**src/design/mcp_pkg.sv**
```systemverilog
`timescale 1ns / 1ps
// ---------------------------------------------------------------------------
// Maxwell characteristic projection package
// Shared widths, pipeline depths, the command encoding and the sideband
// record that travels next to the normal arithmetic.
// ---------------------------------------------------------------------------
package mcp_pkg;

   // Field format: signed Q15.16. The raw results do not depend on the split.
   localparam int DATA_W    = 32;
   // Unit normal components carry this many fraction bits.
   localparam int UNIT_BITS = 29;
   localparam int U_W       = UNIT_BITS + 2;
   localparam int Q_W       = UNIT_BITS + 1;
   localparam int D_W       = DATA_W + 2;
   localparam int ACC_W     = 64;
   localparam int PROD_W    = U_W + DATA_W;
   localparam int SQ_W      = 2 * DATA_W;
   localparam int ROOT_W    = DATA_W;
   localparam int SH_W      = 5;

   // Pipeline geometry.
   localparam int ISQ_STEPS = SQ_W / 2;
   localparam int DIV_STEPS = Q_W;
   localparam int DIV_LAT   = DIV_STEPS + 1;
   localparam int PIPE_LAT  = 5 + ISQ_STEPS + DIV_LAT + 7;
   localparam int NRM_DLY   = ISQ_STEPS + 2;
   localparam int SIDE_DLY  = 4 + ISQ_STEPS + DIV_LAT;
   localparam int U_DLY     = 3;

   typedef enum logic [1:0] {
      CMD_NEG      = 2'd0,
      CMD_NEG_NULL = 2'd1,
      CMD_POS      = 2'd2,
      CMD_POS_NULL = 2'd3
   } cmd_type;

   typedef struct packed {
      cmd_type                 cmd;
      logic                    zero;
      logic [2:0]              neg;
      logic [2:0][DATA_W-1:0]  e;
      logic [2:0][DATA_W-1:0]  h;
   } side_type;

endpackage

```
**src/design/mcp_isqrt.sv**
```systemverilog
`timescale 1ns / 1ps
// ---------------------------------------------------------------------------
// Pipelined integer square root
// Floor square root of a 64-bit value, one result bit per stage.
// ---------------------------------------------------------------------------
module mcp_isqrt (
   input  logic                        clock,
   input  logic                        en,
   input  logic [mcp_pkg::SQ_W-1:0]    radicand,
   output logic [mcp_pkg::ROOT_W-1:0]  root
);
   import mcp_pkg::*;

   logic [SQ_W-1:0] rem_ff  [ISQ_STEPS];
   logic [SQ_W-1:0] part_ff [ISQ_STEPS];

   for (genvar k = 0; k < ISQ_STEPS; k++) begin : g_step
      localparam logic [SQ_W-1:0] BIT = SQ_W'(1) << (SQ_W - 2 - 2 * k);
      logic [SQ_W-1:0] rem_prev;
      logic [SQ_W-1:0] part_prev;
      logic [SQ_W-1:0] trial;
      logic [SQ_W-1:0] rem_in;
      logic [SQ_W-1:0] part_in;

      if (k == 0) begin : g_first
         assign rem_prev  = radicand;
         assign part_prev = '0;
      end else begin : g_next
         assign rem_prev  = rem_ff[k-1];
         assign part_prev = part_ff[k-1];
      end

      // One restoring step: subtract the trial value when it fits.
      assign trial = part_prev + BIT;
      always_comb begin
         if (rem_prev >= trial) begin
            rem_in  = rem_prev - trial;
            part_in = (part_prev >> 1) + BIT;
         end else begin
            rem_in  = rem_prev;
            part_in = part_prev >> 1;
         end
      end

      always_ff @(posedge clock) begin
         if (en) begin
            rem_ff[k]  <= rem_in;
            part_ff[k] <= part_in;
         end
      end
   end

   assign root = part_ff[ISQ_STEPS-1][ROOT_W-1:0];

endmodule

```
**config.mk**
```make
export PLATFORM = sky130hd
export DESIGN_NAME = mcp_isqrt
export DESIGN_NICKNAME = d
export VERILOG_FILES = /design/src/design/mcp_pkg.sv /design/src/design/mcp_isqrt.sv
export SDC_FILE = /design/constraint.sdc
export NUM_CORES = 2
export LEC_CHECK = 0
export ABC_CLOCK_PERIOD_IN_PS = 4000
export BUFFER_PORTS_ARGS = -buffer_cell sky130_fd_sc_hd__buf_2
export CAP_MARGIN = 20
export CORE_ASPECT_RATIO = 1.2
export CORE_MARGIN = 8
export CORE_UTILIZATION = 45
export CTS_CLUSTER_SIZE = 40
export DETAILED_ROUTE_END_ITERATION = 10
export HOLD_SLACK_MARGIN = 0.02
export PLACE_DENSITY = 0.63
export SYNTH_ARGS = -nofsm -noshare
export SYNTH_HDL_FRONTEND = slang
export SYNTH_SLANG_ARGS = --single-unit
```
**constraint.sdc**
```tcl
create_clock -name clock -period 4 [get_ports clock]
set_input_delay 0.2 -clock clock [delete_from_list [all_inputs] [get_ports clock]]
set_output_delay 0.2 -clock clock [all_outputs]
set_load 0.1 [all_outputs]
```
After elaboration in Yosys (flattened, before gate mapping):

Memories as Yosys holds them, arrays and structs flattened.
Cells that the tools add are included.

* muxes and demuxes: 66
* add/sub/neg operators: 94
* magnitude comparators: 32

Operators with widths (number)
* $mux 64: 63
* $ge 64x64->1: 31
* $sub 64x64->64: 31
* $add 63x1->64 const B: 1
* $add 63x11->64 const B: 1
* $add 63x13->64 const B: 1
* $add 63x15->64 const B: 1
* $add 63x17->64 const B: 1
* $add 63x19->64 const B: 1
* $add 63x21->64 const B: 1
* $add 63x23->64 const B: 1
* $add 63x25->64 const B: 1
* $add 63x27->64 const B: 1
* $add 63x29->64 const B: 1
* $add 63x3->64 const B: 1
* $add 63x31->64 const B: 1
* $add 63x33->64 const B: 1
* $add 63x35->64 const B: 1
* $add 63x37->64 const B: 1
* $add 63x39->64 const B: 1
* $add 63x41->64 const B: 1
* $add 63x43->64 const B: 1
* $add 63x45->64 const B: 1
* $add 63x47->64 const B: 1
* other kinds (45): 46

* memories: 2
* output and inout port bits: 32
* RAM bits: 4096
* flip-flop bits (word level): 0

Memories
* part_ff: depth 32, width 64, read ports 32, clocked after memory_dff 0, wr ports 32, RTL line mcp_isqrt.sv:15 `logic [SQ_W-1:0] part_ff [ISQ_STEPS];`
* rem_ff: depth 32, width 64, read ports 31, clocked after memory_dff 0, wr ports 32, RTL line mcp_isqrt.sv:14 `logic [SQ_W-1:0] rem_ff [ISQ_STEPS];`

Longest topological paths before layout:

An unclocked memory read counts as a cell.

* depth after elaboration: 4
* depth in mapped cells: 15

Least setup slack after synthesis:

OpenSTA, ideal clock, no wires.

* kind: flip-flop to flip-flop
* start point: mem rem_ff[1][33] (netlist name)
* end point: mem rem_ff[1][101] (netlist name) (data pin)
* setup slack: 0.443 ns
* data required time: 3.746 ns
* arrival: 3.303 ns
* clock period less this slack: 3.557 ns
* stages on the path, launching flop included: 12
* setup time: 0.254 ns
* cells stage by stage: edfxtp_1 ha_1 a21o_1 a2111oi_1 nor2_1 o41a_1 nor2_1 a21oi_1 or4_1 buf_2 buf_1 o21a_1

RTL lines (RTL line)
* start, declared: mcp_isqrt.sv:14

==> results.yml <==
sta:
  fmax_mhz: 255.4
  period_share_pct: 97.87
  setup_viol: 0
  hold_viol: 0
  whs_ns: 0.05625
  period_needed_ns: 3.915
  drv_slew: 0
  tightest_slew_ns: 1.103
  setup_ws_ns: 0.08511
  maxSlewHeadroom_pct: 25.67
  skew_ns: 0.09340
finish:
  syn2layout_area_growth_pct: 15.14
  fin_util_pct: 52.11
  fin_area_mm2: 0.1382
  layout.nets: 10870
  fillers: 22320
  drive_gt1_share_pct: 10.73
synthesis:
  syn_area_mm2: 0.1200
  synth_nets: 10130
  yosysTopAreaCell: "edfxtp_1"
  synth_cell_type_count: 97
  ys_seq_area_share_pct: 62.84
  ys.flop_type: "edfxtp_1"
  syn_area_per_cell_um2: 12.63
  synth_top_area_share_pct: 62.84
  yosysMostFrequentCell: "edfxtp_1"
  ys_async_sr_fraction_pct: 0
  yosys-top-cells-area: "edfxtp_1, ha_1, xnor2_1"
  synthCells: 9507
  yosysWarnings: 0
  synth-edff-count: 2512
  synth-seq-cells: 2512
  synth_common_cells: "edfxtp_1, inv_1, nor2_1, a21oi_1, nand2_1"
worst_setup_path:
  cp_data_arrival_time_ns: 4.51
  worstSetupEndpointType: "flop"
  cp-start-kind: "flop"
  critical_path_class: "reg -> reg"
  crit_required_ns: 4.59
  cp_max_fo: 5
clocking:
  cts_buffer_depth: 4
  htree_levels: 5
  clock-sinks: 2512
  cts_tree: "yes"
  numCtsBuffers: 271
  clock_latency_ns: 0.89
  cts_root_buf: "clkbuf_16"
  clk_pin_slew_worst_paths_ns: 0.06
power_and_ir_drop:
  p_seq_share_pct: 45.7
  p_int_mw: 56.17
  p_sw_share_pct: 29.59
  p_switching_mw: 23.60
  p_leak_nw: 52.55
  vdd.ir_drop.worst_mv: 0.3936
  share_comb_of_total_power_pct: 22.5
  p_total_mw: 79.77
  clockPowerShare_pct: 31.8
  pwr_density_cell_mw_per_mm2: 577.2
floorplan:
  fp.dieArea_mm2: 0.2836
  io_pins: 98
  core-area_mm2: 0.2652
  die_x_um: 487.5
  rows: 207
  initial_core_util_pct: 45.26
  die_y_um: 581.8
detailed_routing:
  ant_nets: 0
  first_pass_iters: 6
  drc: 0
  wire_per_inst_um: 23.12
  wirelength_mm: 323.9
  viasPerCell: 5.572
  via_count: 78060
  first_iter_violations: 5077
global_routing:
  grt_max_degree: 170
  grt_pass1_vias: 80390
  gr-usage-all-layers_pct: 22.14
  antenna_found_initial: 13
  grt_pass1_wl_mm: 481.6
  gr-total-overflow: 0
placement:
  detailed_place_hpwl_mm: 248.5
  dp_slack_ns: -0.4194
  place_area_mm2: 0.1278
  portBuffers: 97
  finalWeightedCongestion: 0.9787
run:
  maxCapViolCount: 0
min_path:
  worst_hold_path_type: "in -> reg"
status:
  outcome: "finished, final reports clean"
## registers in the layout, summed over array words and instances (netlist names)
signal and flops:
part_ff 528, rem_ff 1984
## power by group through the flow
stage / Sequential [mW] / Clock (mW) / Combinational, mW
5_1_grt: 36.7 / 26.9 / 19.7
4_1_cts: 36.4 / 25.9 / 17.7
6_report: 36.4 / 25.4 / 18.0
2_1_floorplan: 35.5 / 0 / 11.9
3_5_place_dp: 36.9 / 0 / 17.5
3_3_place_gp: 36.8 / 0 / 17.3
## through the flow
| step | TNS (ns) | instances |
|---|---|---|
| floorplan | 0 | 9507 |
| global placement | -6.064 | 13400 |
| detailed placement | -5.972 | 13400 |
| CTS | 0 | 14000 |
| global route | -0.03105 | 14010 |
| finish | 0 | 14010 |
## worst max-delay path, stage by stage, from the launching register on
cell	delay, ns
edfxtp_1	0.40
ha_1	0.37
o21a_1	0.23
o22a_1	0.23
a21oi_1	0.16
buf_4	0.14
a31oi_1	0.15
o21ai_0	0.36
a2111oi_2	0.17
buf_4	0.17
o21ai_1	0.33
nand3b_1	0.35
nor4_1	0.32
xor2_1	0.11
buf_4	0.14
## per-layer routing
metal  global-route usage (%)  routed length (um)  vias up
li1                         -                   -    37090
met4                    16.17               28800        2
met3                    2.781               11800      924
met5                        0                   7        -
met1                    20.24              103200    37930
met2                    43.94              180000     2122
## layout by cell type (no fill, tap or decap), types with 34 or more instances in the layout
cell type / instances
clkinv_1: 55
o21a_1: 100
a31oi_1: 50
buf_2: 96
ha_1: 555
or2_2: 36
and3_1: 46
a21o_1: 248
nand2_1: 579
nand4_1: 157
inv_1: 686
xnor2_1: 487
o211ai_1: 41
a21oi_1: 628
buf_4: 414
a211oi_1: 37
bufinv_16: 35
nor2_1: 669
xor2_1: 398
nand3b_1: 34
mux2_2: 96
or4_1: 67
o21bai_1: 49
nor2b_1: 71
o21ai_0: 396
clkbuf_16: 281
or3_1: 88
nand2b_1: 107
nand3_1: 147
nor3_1: 251
dlygate4sd3_1: 117
nor4b_1: 42
nor4_1: 339
edfxtp_1: 2512
clkbuf_1: 53
## path summary, 6_finish.rpt
| check | to | depth (start not counted) | slack (ns) | from |
|---|---|---|---|---|
| hold reg to reg | part_ff[1][484] | 0 | 0.42 | part_ff[1][421] |
| setup reg to reg | rem_ff[1][753] | 14 | 0.09 | rem_ff[1][651] |
| setup / recovery | rem_ff[1][753] | 14 | 0.09 | rem_ff[1][651] |
| hold / removal | rem_ff[0][42] | 2 | 0.06 | radicand[42] |
## repair_timing
action / in CTS / in global routing
pin swaps: 5 / 8
gates resized for setup: 15 / 37
hold buffers: 117 / 0
buffers inserted: 4 / 2
endpoints found under the hold margin: 100 / 0
setup endpoints to repair: 61 / 88
## area by class of cell
class                   instances  area (um^2)  share of cell area, %
flip-flops and latches       2512        75430                  54.58
multi-input cells            6120        41590                  30.09
clock buffers                 334         7231                  5.231
repair buffers                652         5245                  3.795
well taps                    3553         4446                  3.216
inverters                     689         2586                  1.871
clock inverters               142         1668                  1.207
diodes                          8        20.02                0.01448
## cells by family after synthesis
kind of cell | synth area share, %
adders and majority gates | 5.816
and+or+nand+nor | 11.95
muxes | 0.9339
xor gates and xnor gates | 6.464
AOI/OAI and AO/OA | 9.248
DFF | 62.84
buffers and inverters | 2.754
(Power assumes the default switching activity.)
