==> src/design/mcp_delay.sv <==
`timescale 1ns / 1ps
// ---------------------------------------------------------------------------
// Enabled delay line
// Carries a payload vector through a fixed number of register stages that
// advance together with the arithmetic pipeline.
// ---------------------------------------------------------------------------
module mcp_delay #(
   parameter int WIDTH = 8,
   parameter int DEPTH = 2
) (
   input  logic             clock,
   input  logic             en,
   input  logic [WIDTH-1:0] data_in,
   output logic [WIDTH-1:0] data_out
);

   logic [WIDTH-1:0] tap_ff [DEPTH];

   // Shift every tap by one stage when the pipeline advances.
   always_ff @(posedge clock) begin
      if (en) begin
         tap_ff[0] <= data_in;
         for (int i = 1; i < DEPTH; i++) begin
            tap_ff[i] <= tap_ff[i-1];
         end
      end
   end

   assign data_out = tap_ff[DEPTH-1];

endmodule

==> config.mk <==
export PLATFORM = sky130hd
export DESIGN_NAME = mcp_delay
export DESIGN_NICKNAME = d
export VERILOG_FILES = /design/src/design/mcp_delay.sv
export SDC_FILE = /design/constraint.sdc
export NUM_CORES = 1
export LEC_CHECK = 0
export ABC_AREA = 1
export BUFFER_PORTS_ARGS = -buffer_cell sky130_fd_sc_hd__buf_2
export CORE_MARGIN = 1
export CORE_UTILIZATION = 39
export CTS_CLUSTER_SIZE = 12
export DETAILED_ROUTE_END_ITERATION = 12
export GPL_TIMING_DRIVEN = 0
export PLACE_DENSITY = 0.73
export SKIP_LAST_GASP = 1
export SYNTH_ARGS = -nofsm -noshare
export SYNTH_HDL_FRONTEND = slang
export SYNTH_SLANG_ARGS = --single-unit
==> constraint.sdc <==
create_clock -name clock -period 0.8 [get_ports clock]
set_input_delay 0.08 -clock clock [delete_from_list [all_inputs] [get_ports clock]]
set_output_delay 0.08 -clock clock [all_outputs]
set_load 0.005 [all_outputs]
After elaboration in Yosys (flattened, before gate mapping):

Memory sizes are Yosys's and may differ from the RTL's.
Index checks and enable logic that the tools add are counted.

* register bits: 0
* bits in writable memories: 16
* output and inout bits: 8
* word-level logic and storage cells: 3
* memories: 1

* mux-type cells: 2

Memory list
* tap_ff: depth 2, bits a word 8, rd ports 2, clocked after memory_dff 0, wr ports 2, line 17 `logic [WIDTH-1:0] tap_ff [DEPTH];`

Operators by type and width (count)
* $mux 1: 2

Depth between registers and ports, before layout:

Gate-level depths: netlist of the first run.

* word-level depth: 2
* gate-level depth with buffers: 1
* gate-level depth less buffers: 0

Worst setup path before layout of the first run:

OpenSTA, ideal clock, no wires.

* path kind: register to register
* start: memory tap_ff[0][2]
* end: memory tap_ff[1][2], in the netlist tap_ff[0][10], data pin
* setup time: 0.266 ns
* data arrival time: 0.323 ns
* data required time: 0.534 ns
* setup slack: 0.211 ns
* stages on the path, launching flop included: 1
* clock period less this slack: 0.589 ns
* cells stage by stage: edfxtp_1

RTL lines (line)
* start: declaration: 17

==> results.json, run 1 <==
{
  "fin_nets": 56,
  "critical_path_peak_fanout": 1,
  "grt_pass1_vias": 208,
  "tritoncts": "yes",
  "gpl.final_weighted_congestion": 0.601,
  "quantity_of_i_o_buffers_inserted_on_ports": 17,
  "totalNegativeSetupSlack_ns": -0.328,
  "outcome": "finished, violations left",
  "timing.critical_path.to_type": "output port",
  "maxClockFrequency_mhz": 1170,
  "area_added_between_synthesis_and_finish_pct": 27.8,
  "die_area_sq_um": 1540,
  "worst_setup_path_category": "register to output port",
  "period_needed_ns": 0.856,
  "count_of_cell_types_in_the_netlist": 2,
  "reg2reg_slack_ns": 0.18,
  "peakVddDrop_uv": 1180,
  "clkTransAtPathRegs_ns": 0.08,
  "die_width_microns": 39.2,
  "hold_endpoint": "tap_ff[0][2]$_DFFE_PP_",
  "timing.final.max_slew_violations": 0,
  "timing.hold.worst_path_depth": 1,
  "detailedPlace.worstSlack_ns": 0.0934,
  "cts.sinks": 16,
  "power.switching_fraction": 0.174,
  "drt_drc_violations_left": 0,
  "via_density": 3.95,
  "grt_start_max_net_pins": 17,
  "layout.cell_area.non_filler_sq_um": 691,
  "synth.yosys.seq_area_share": 0.889,
  "floorplan.initialDensity": 0.415,
  "hold_path_startpoint": "en",
  "setup_viol": 8,
  "critical_path_buf_inv_count": 1,
  "tightest_hold_check_type": "input pin to register",
  "total_switching_power_mw": 0.259,
  "antenna-diode-count": 0,
  "max_flop_register": "tap_ff",
  "routedWlPerCell_microns": 8.97,
  "core-area_sq_um": 1300,
  "syn_avg_cell_area_sq_um": 22.5,
  "antenna_nets_post_route": 0,
  "core.rowCount": 13,
  "mappedNetlistArea_sq_um": 541,
  "number_of_cells_upsized_or_downsized_after_cts": 0,
  "grt_first_pass_wirelength_microns": 696,
  "dr.pass1.iters": 2,
  "multi_input_area_sq_um": 0,
  "cts_max_level": 1,
  "slew-limit-headroom": 0.785,
  "cp_slowest_stage_delay_ns": 0.38,
  "postSynthCellCount": 24,
  "cp_top_family": "flip-flops",
  "clock-skew-final_ns": 0.000985,
  "path_cells": "buf_2",
  "pwr_density_nw_per_um2": 2160,
  "comb_power_share": 0.062,
  "grt_overflow": 0,
  "critical_path.reg2reg.endpoint": "tap_ff[0][9]$_DFFE_PP_",
  "tritoncts.num_buffers": 3,
  "drt_iter0_markers": 5,
  "cp_data_arrival_time_ns": 0.78,
  "synth.yosys.warnings": 0,
  "grt.total_usage": 0.0710,
  "ctsLongestPathBuffers": 2,
  "required_worst_endpoint_ns": 0.72,
  "post-route-worst-setup-slack_ns": -0.0563,
  "top_level_ports": 18,
  "fin_util": 0.531,
  "clock-root-buffer": "sky130_fd_sc_hd__clkbuf_4",
  "reg2regPathDepth": 0,
  "reg.largest.list": "tap_ff x16",
  "antenna_found_initial": 0,
  "mappedNetlistNets": 34,
  "drt-total-wl_microns": 538,
  "largest_register_ff_count": 16,
  "worst_slew_pin_slew_ns": 0.322,
  "failed_checks": "negative setup slack",
  "ys_seq_elements": 16,
  "die_height_microns": 39.2,
  "final_layout_size_suffix_gt1_frac": 0.444,
  "num_vias": 237,
  "total_leakage_power_nw": 0.272,
  "insertion_delay_ns": 0.27,
  "seq_power_share": 0.675,
  "maxCapViolCount": 0,
  "multi_input_gates": 0,
  "clock_power_share": 0.263,
  "timing.rr.start": "tap_ff[0][1]$_DFFE_PP_",
  "power.internal_mw": 1.23,
  "grt_setup_unrepaired": "true",
  "hold_viol": 0,
  "timing.critical_path.slowest_stage_cell": "sky130_fd_sc_hd__edfxtp_1",
  "dpl-instance-area_sq_um": 644,
  "type_of_origin_of_the_critical_path": "register",
  "fin_crit_sh": 1.07
}
power by group through the flow:
stage / logic, mW / clock network, mW / registers [mW]
after global routing: 0.102 / 0.435 / 1.01
after detailed placement: 0.0952 / 0 / 1.03
after CTS: 0.0900 / 0.410 / 1.01
after floorplan: 0.0398 / 0 / 1.02
final: 0.0916 / 0.392 / 1.00
after global placement: 0.0941 / 0 / 1.02
what timing repair did:
item / in CTS / in global routing
endpoints found under the setup margin: 8 / 8
buffers inserted: 0 / 0
hold buffers: 8 / 0
endpoints found under the hold margin: 8 / 0
worst max-delay path by stage:
stage / endpoint / slack, ns / from / cells past startpoint
finish: data_out[7] / -0.06 / tap_ff[0][15]$_DFFE_PP_ / 1
global route: data_out[7] / -0.09 / tap_ff[0][15]$_DFFE_PP_ / 1
CTS: data_out[2] / -0.08 / tap_ff[0][10]$_DFFE_PP_ / 1
detailed placement: tap_ff[0][13]$_DFFE_PP_ / 0.09 / en / 1
global placement: tap_ff[0][13]$_DFFE_PP_ / 0.10 / en / 1
floorplan: tap_ff[0][10]$_DFFE_PP_ / 0.21 / tap_ff[0][2]$_DFFE_PP_ / 0
placed cells by master (no fill, tap or decap):
master	count
sky130_fd_sc_hd__dlygate4sd3_1	8
sky130_fd_sc_hd__clkinv_1	1
sky130_fd_sc_hd__buf_2	17
sky130_fd_sc_hd__clkbuf_4	3
sky130_fd_sc_hd__edfxtp_1	16
layout make-up:
class,count,area [sq um]
sequential,16,480
timing repair buffer,25,165
clock inverter,1,3.75
fill,114,611
tap,15,18.8
clock buffer,3,22.5
layer usage:
metal  vias to the layer above  GRT usage  share of wire  wire [microns]
met4                         0     0.0517              0               0
met5                         -          0              0               0
met2                        17      0.117           0.44             239
met3                         0     0.0173           0.10              55
met1                        98     0.0787           0.45             243
li1                        122          -              -               -
synth_stat cells:
cell type,instances,area (sq um)
sky130_fd_sc_hd__buf_4,8,60.1
sky130_fd_sc_hd__edfxtp_1,16,480
cells by family (layout without fill, tap and decap cells):
logic type | Yosys count | in the layout | synth area share
buffers and inverters | 8 | 29 | 0.111
flip-flops | 16 | 16 | 0.889
metrics by stage:
step	hold slack, ns	power (mW)	instances
final	0.222	1.49	60
after global routing	0.228	1.55	60
after CTS	0.207	1.51	60
after detailed placement	0.258	1.12	56
after global placement	0.257	1.12	56
after floorplan	0.179	1.06	24
(Power assumes the default switching activity.)
==> run 2, diff against run 1 <==
--- a/config.mk
+++ b/config.mk
@@ -7,12 +7,13 @@
 export LEC_CHECK = 0
 export ABC_AREA = 1
 export BUFFER_PORTS_ARGS = -buffer_cell sky130_fd_sc_hd__buf_2
+export CELL_PAD_IN_SITES_DETAIL_PLACEMENT = 0
+export CELL_PAD_IN_SITES_GLOBAL_PLACEMENT = 1
 export CORE_MARGIN = 1
-export CORE_UTILIZATION = 39
+export CORE_UTILIZATION = 34
 export CTS_CLUSTER_SIZE = 12
 export DETAILED_ROUTE_END_ITERATION = 12
-export GPL_TIMING_DRIVEN = 0
-export PLACE_DENSITY = 0.73
+export PLACE_DENSITY = 0.75
 export SKIP_LAST_GASP = 1
 export SYNTH_ARGS = -nofsm -noshare
 export SYNTH_HDL_FRONTEND = slang
==> results.json, run 2 (synthesis gave the netlist of run 1 again) <==
{
  "multi_input_area_sq_um": 0,
  "hold_slack_ns": 0.231,
  "outcome": "finished, violations left",
  "pwr_density_nw_per_um2": 2140,
  "die_area_sq_um": 1750,
  "drt_iter0_markers": 1,
  "insertion_delay_ns": 0.27,
  "multi_input_gates": 0,
  "maxCapViolCount": 0,
  "cts_max_level": 1,
  "cp_top_family": "flip-flops",
  "routedWlPerCell_microns": 10.2,
  "slew-limit-headroom": 0.775,
  "total_switching_power_mw": 0.250,
  "worst_setup_path_category": "register to output port",
  "fin_util": 0.462,
  "quantity_of_i_o_buffers_inserted_on_ports": 17,
  "core.rowCount": 14,
  "post-cts-setup-buffers": 0,
  "seq_power_share": 0.683,
  "floorplan.initialDensity": 0.363,
  "reg.largest.list": "tap_ff x16",
  "dpl-instance-area_sq_um": 586,
  "max_flop_register": "tap_ff",
  "drt-total-wl_microns": 611,
  "clock-root-buffer": "sky130_fd_sc_hd__clkbuf_4",
  "post-route-worst-setup-slack_ns": -0.0569,
  "antenna_nets_post_route": 0,
  "type_of_origin_of_the_critical_path": "register",
  "die_width_microns": 41.9,
  "gpl.final_weighted_congestion": 0.586,
  "cp_data_arrival_time_ns": 0.78,
  "grt_overflow": 0,
  "tritoncts": "yes",
  "grt_pass1_vias": 232,
  "largest_register_ff_count": 16,
  "dr.pass1.iters": 4,
  "fin_crit_sh": 1.07,
  "totalNegativeSetupSlack_ns": -0.292,
  "power.internal_mw": 1.22,
  "finalPower_mw": 1.47,
  "antenna-diode-count": 0,
  "area_added_between_synthesis_and_finish_pct": 27.3,
  "hold_viol": 0,
  "worst_slew_pin_slew_ns": 0.338,
  "critical_path_peak_fanout": 1,
  "path_cells": "buf_2",
  "antenna_found_initial": 0,
  "critical_path_buf_inv_count": 1,
  "grt_first_pass_wirelength_microns": 903,
  "tightest_hold_check_type": "input pin to register",
  "maxClockFrequency_mhz": 1170,
  "finalNonFillerCells": 60,
  "power.switching_fraction": 0.170,
  "comb_power_share": 0.062,
  "number_of_cells_upsized_or_downsized_after_cts": 0,
  "die_height_microns": 41.9,
  "grt_setup_unrepaired": "true",
  "timing.critical_path.to_type": "output port",
  "failed_checks": "negative setup slack",
  "final_layout_size_suffix_gt1_frac": 0.455,
  "placedCellCount": 49,
  "layout.cell_area.non_filler_sq_um": 688,
  "required_worst_endpoint_ns": 0.72,
  "final_cell_mix": "17 x sky130_fd_sc_hd__buf_2, 16 x sky130_fd_sc_hd__edfxtp_1, 8 x sky130_fd_sc_hd__dlygate4sd3_1",
  "num_vias": 251,
  "peakVddDrop_uv": 797,
  "timing.final.max_slew_violations": 0,
  "period_needed_ns": 0.857,
  "cts.sinks": 16,
  "drt_drc_violations_left": 0,
  "cp_slowest_stage_delay_ns": 0.38,
  "detailedPlace.worstSlack_ns": 0.0689,
  "total_leakage_power_nw": 0.271,
  "top_level_ports": 18,
  "setup_viol": 8,
  "grt.total_usage": 0.0774,
  "clock_power_share": 0.255,
  "core-area_sq_um": 1490,
  "ctsLongestPathBuffers": 2,
  "fin_nets": 56,
  "grt_start_max_net_pins": 17,
  "via_density": 4.18,
  "clock-skew-final_ns": 0.000489,
  "clkTransAtPathRegs_ns": 0.08,
  "most_frequent_standard_cell_in_the_layout_excluding_fill_and_tap_cells": "sky130_fd_sc_hd__buf_2",
  "tritoncts.num_buffers": 3,
  "timing.critical_path.slowest_stage_cell": "sky130_fd_sc_hd__edfxtp_1"
}
run 2: area by class of cell:
| class | count | area [sq um] |
|---|---|---|
| Sequential cell | 16 | 480 |
| Tap cell | 16 | 20.0 |
| Clock buffer | 3 | 22.5 |
| Timing Repair Buffer | 25 | 165 |
| Fill cell | 134 | 801 |
run 2: what timing repair did:
action / in CTS / in global routing
hold buffers: 8 / 0
hold endpoints to repair: 8 / 0
endpoints found under the setup margin: 8 / 8
run 2: metal layers:
| layer | GRT usage | part of all wire | vias up |
|---|---|---|---|
| met2 | 0.100 | 0.46 | 14 |
| met3 | 0.0261 | 0.10 | 2 |
| met5 | 0 | 0 | - |
| met1 | 0.0799 | 0.40 | 112 |
| li1 | - | - | 123 |
| met4 | 0.116 | 0.031 | 0 |
run 2: worst paths after layout:
| kind | from | endpoint | slack (ns) | depth (start not counted) |
|---|---|---|---|---|
| worst min-delay path | en | tap_ff[0][2]$_DFFE_PP_ | 0.23 | 1 |
| worst min register to register | tap_ff[0][0]$_DFFE_PP_ | tap_ff[0][8]$_DFFE_PP_ | 0.42 | 0 |
| worst max-delay path | tap_ff[0][8]$_DFFE_PP_ | data_out[0] | -0.06 | 1 |
| worst max register to register | tap_ff[0][2]$_DFFE_PP_ | tap_ff[0][10]$_DFFE_PP_ | 0.17 | 0 |
run 2: power groups by stage:
stage,logic (mW),clock network [mW],registers [mW]
final,0.0917,0.376,1.01
after global routing,0.102,0.426,1.01
after CTS,0.0932,0.396,1.01
after detailed placement,0.0640,0,1.03
after global placement,0.0618,0,1.02
after floorplan,0.0398,0,1.02
==> run 3, diff against run 2 <==
--- a/config.mk
+++ b/config.mk
@@ -10,10 +10,10 @@
 export CELL_PAD_IN_SITES_DETAIL_PLACEMENT = 0
 export CELL_PAD_IN_SITES_GLOBAL_PLACEMENT = 1
 export CORE_MARGIN = 1
-export CORE_UTILIZATION = 34
+export CORE_UTILIZATION = 39
 export CTS_CLUSTER_SIZE = 12
 export DETAILED_ROUTE_END_ITERATION = 12
-export PLACE_DENSITY = 0.75
+export PLACE_DENSITY = 0.81
 export SKIP_LAST_GASP = 1
 export SYNTH_ARGS = -nofsm -noshare
 export SYNTH_HDL_FRONTEND = slang
==> constraint.sdc (replaced) <==
create_clock -name clock -period 1 [get_ports clock]
set_input_delay 0.1 -clock clock [delete_from_list [all_inputs] [get_ports clock]]
set_output_delay 0.1 -clock clock [all_outputs]
set_load 0.005 [all_outputs]
==> results.json, run 3 (synthesis gave the netlist of run 1 again) <==
{
  "outcome": "finished, final reports clean",
  "cp_top_family": "flip-flops",
  "drt_drc_violations_left": 0,
  "reg2regPathDepth": 0,
  "dpl-instance-area_sq_um": 584,
  "routedWlPerCell_microns": 10.1,
  "ff_latch_area_sq_um": 480,
  "grt.total_usage": 0.0948,
  "ctsLongestPathBuffers": 2,
  "largest_register_ff_count": 16,
  "pwr_density_nw_per_um2": 1730,
  "number_of_cells_upsized_or_downsized_after_cts": 0,
  "die_height_microns": 39.2,
  "grt_pass1_vias": 230,
  "final_layout_size_suffix_gt1_frac": 0.444,
  "peakVddDrop_uv": 785,
  "timing.rr.start": "tap_ff[0][5]$_DFFE_PP_",
  "totalNegativeSetupSlack_ns": 0,
  "maxCapViolCount": 0,
  "final_cell_mix": "17 x sky130_fd_sc_hd__buf_2, 16 x sky130_fd_sc_hd__edfxtp_1, 8 x sky130_fd_sc_hd__dlygate4sd3_1",
  "critical_path_peak_fanout": 1,
  "timing.critical_path.slowest_stage_cell": "sky130_fd_sc_hd__edfxtp_1",
  "fillers": 113,
  "required_worst_endpoint_ns": 0.90,
  "multi_input_gates": 0,
  "critical_path.reg2reg.endpoint": "tap_ff[0][13]$_DFFE_PP_",
  "area_added_between_synthesis_and_finish_pct": 27.8,
  "layout.cell_area.non_filler_sq_um": 691,
  "core-area_sq_um": 1300,
  "cts.sinks": 16,
  "die_area_sq_um": 1540,
  "die_width_microns": 39.2,
  "clkTransAtPathRegs_ns": 0.08,
  "hold_slack_ns": 0.248,
  "tightest_hold_check_type": "input pin to register",
  "hold_viol": 0,
  "timing.final.max_slew_violations": 0,
  "max_flop_register": "tap_ff",
  "most_frequent_standard_cell_in_the_layout_excluding_fill_and_tap_cells": "sky130_fd_sc_hd__buf_2",
  "quantity_of_i_o_buffers_inserted_on_ports": 17,
  "num_vias": 249,
  "tritoncts.num_buffers": 3,
  "via_density": 4.15,
  "critical_path_buf_inv_count": 1,
  "ctsHoldBuffers": 6,
  "timing.hold.worst_path_depth": 1,
  "path_cells": "buf_2",
  "clock-root-buffer": "sky130_fd_sc_hd__clkbuf_4",
  "antenna_found_initial": 0,
  "worst_setup_path_category": "register to output port",
  "tritoncts": "yes",
  "antenna-diode-count": 0,
  "antenna_nets_post_route": 0,
  "path_depth": 1,
  "timing.critical_path.to_type": "output port",
  "multi_input_area_sq_um": 0,
  "total_leakage_power_nw": 0.272,
  "grt_start_max_net_pins": 17,
  "grt_overflow": 0,
  "grt_first_pass_wirelength_microns": 869,
  "fin_crit_sh": 0.874,
  "hold_path_startpoint": "en",
  "period_needed_ns": 0.874,
  "setup.worst_path.start": "tap_ff[0][12]$_DFFE_PP_",
  "grt_setup_unrepaired": "false",
  "slew-limit-headroom": 0.777,
  "fin_nets": 56,
  "floorplan.initialDensity": 0.415,
  "drt-total-wl_microns": 606,
  "maxClockFrequency_mhz": 1140,
  "setup_viol": 0,
  "dr.pass1.iters": 2,
  "post-cts-setup-buffers": 0,
  "clock-skew-final_ns": 0.000603,
  "hold_endpoint": "tap_ff[0][0]$_DFFE_PP_",
  "reg2reg_slack_ns": 0.37,
  "drt_iter0_markers": 3,
  "top_level_ports": 18,
  "cp_slowest_stage_delay_ns": 0.37,
  "gpl.final_weighted_congestion": 0.606,
  "worst_slew_pin_slew_ns": 0.334,
  "cp_data_arrival_time_ns": 0.77,
  "cts_max_level": 1,
  "reg.largest.list": "tap_ff x16",
  "type_of_origin_of_the_critical_path": "register",
  "insertion_delay_ns": 0.27,
  "core.rowCount": 13
}
run 3: changes by cell type in the layout (fill, tap and decap cells not counted):
cell and change:
sky130_fd_sc_hd__clkinv_1 +1
run 3: cell type report:
class                   instances  area share
flip-flops and latches         16       0.696
repair buffers                 25       0.239
clock buffers                   3      0.0326
well taps                      15      0.0272
clock inverters                 1     0.00543
run 3: metal layers:
layer	GRT usage	routed length, microns
met4	0.0776	7
met3	0.0347	50
met1	0.0798	210
met2	0.171	339
met5	0	0
run 3: through the flow:
step / power [mW] / utilization / worst slack (ns) / instances
floorplan: 0.850 / - / 0.411 / 24
global placement: 0.865 / 0.449 / 0.284 / 48
detailed placement: 0.873 / 0.449 / 0.261 / 48
CTS: 1.20 / 0.515 / 0.110 / 58
global route: 1.25 / 0.531 / 0.0838 / 60
finish: 1.19 / 0.531 / 0.126 / 60
run 3: power by group:
group / leakage [nW] / switching, mW / internal [mW]
Combinational: 0.100 / 0.0277 / 0.0456
Clock: 0.0154 / 0.169 / 0.144
Sequential: 0.157 / 0.0108 / 0.794
Total: 0.272 / 0.208 / 0.984
run 3: worst max path at each step:
stage	to
finish	data_out[4]
global route	data_out[4]
CTS	data_out[4]
detailed placement	tap_ff[0][12]$_DFFE_PP_
global placement	tap_ff[0][9]$_DFFE_PP_
floorplan	tap_ff[0][10]$_DFFE_PP_
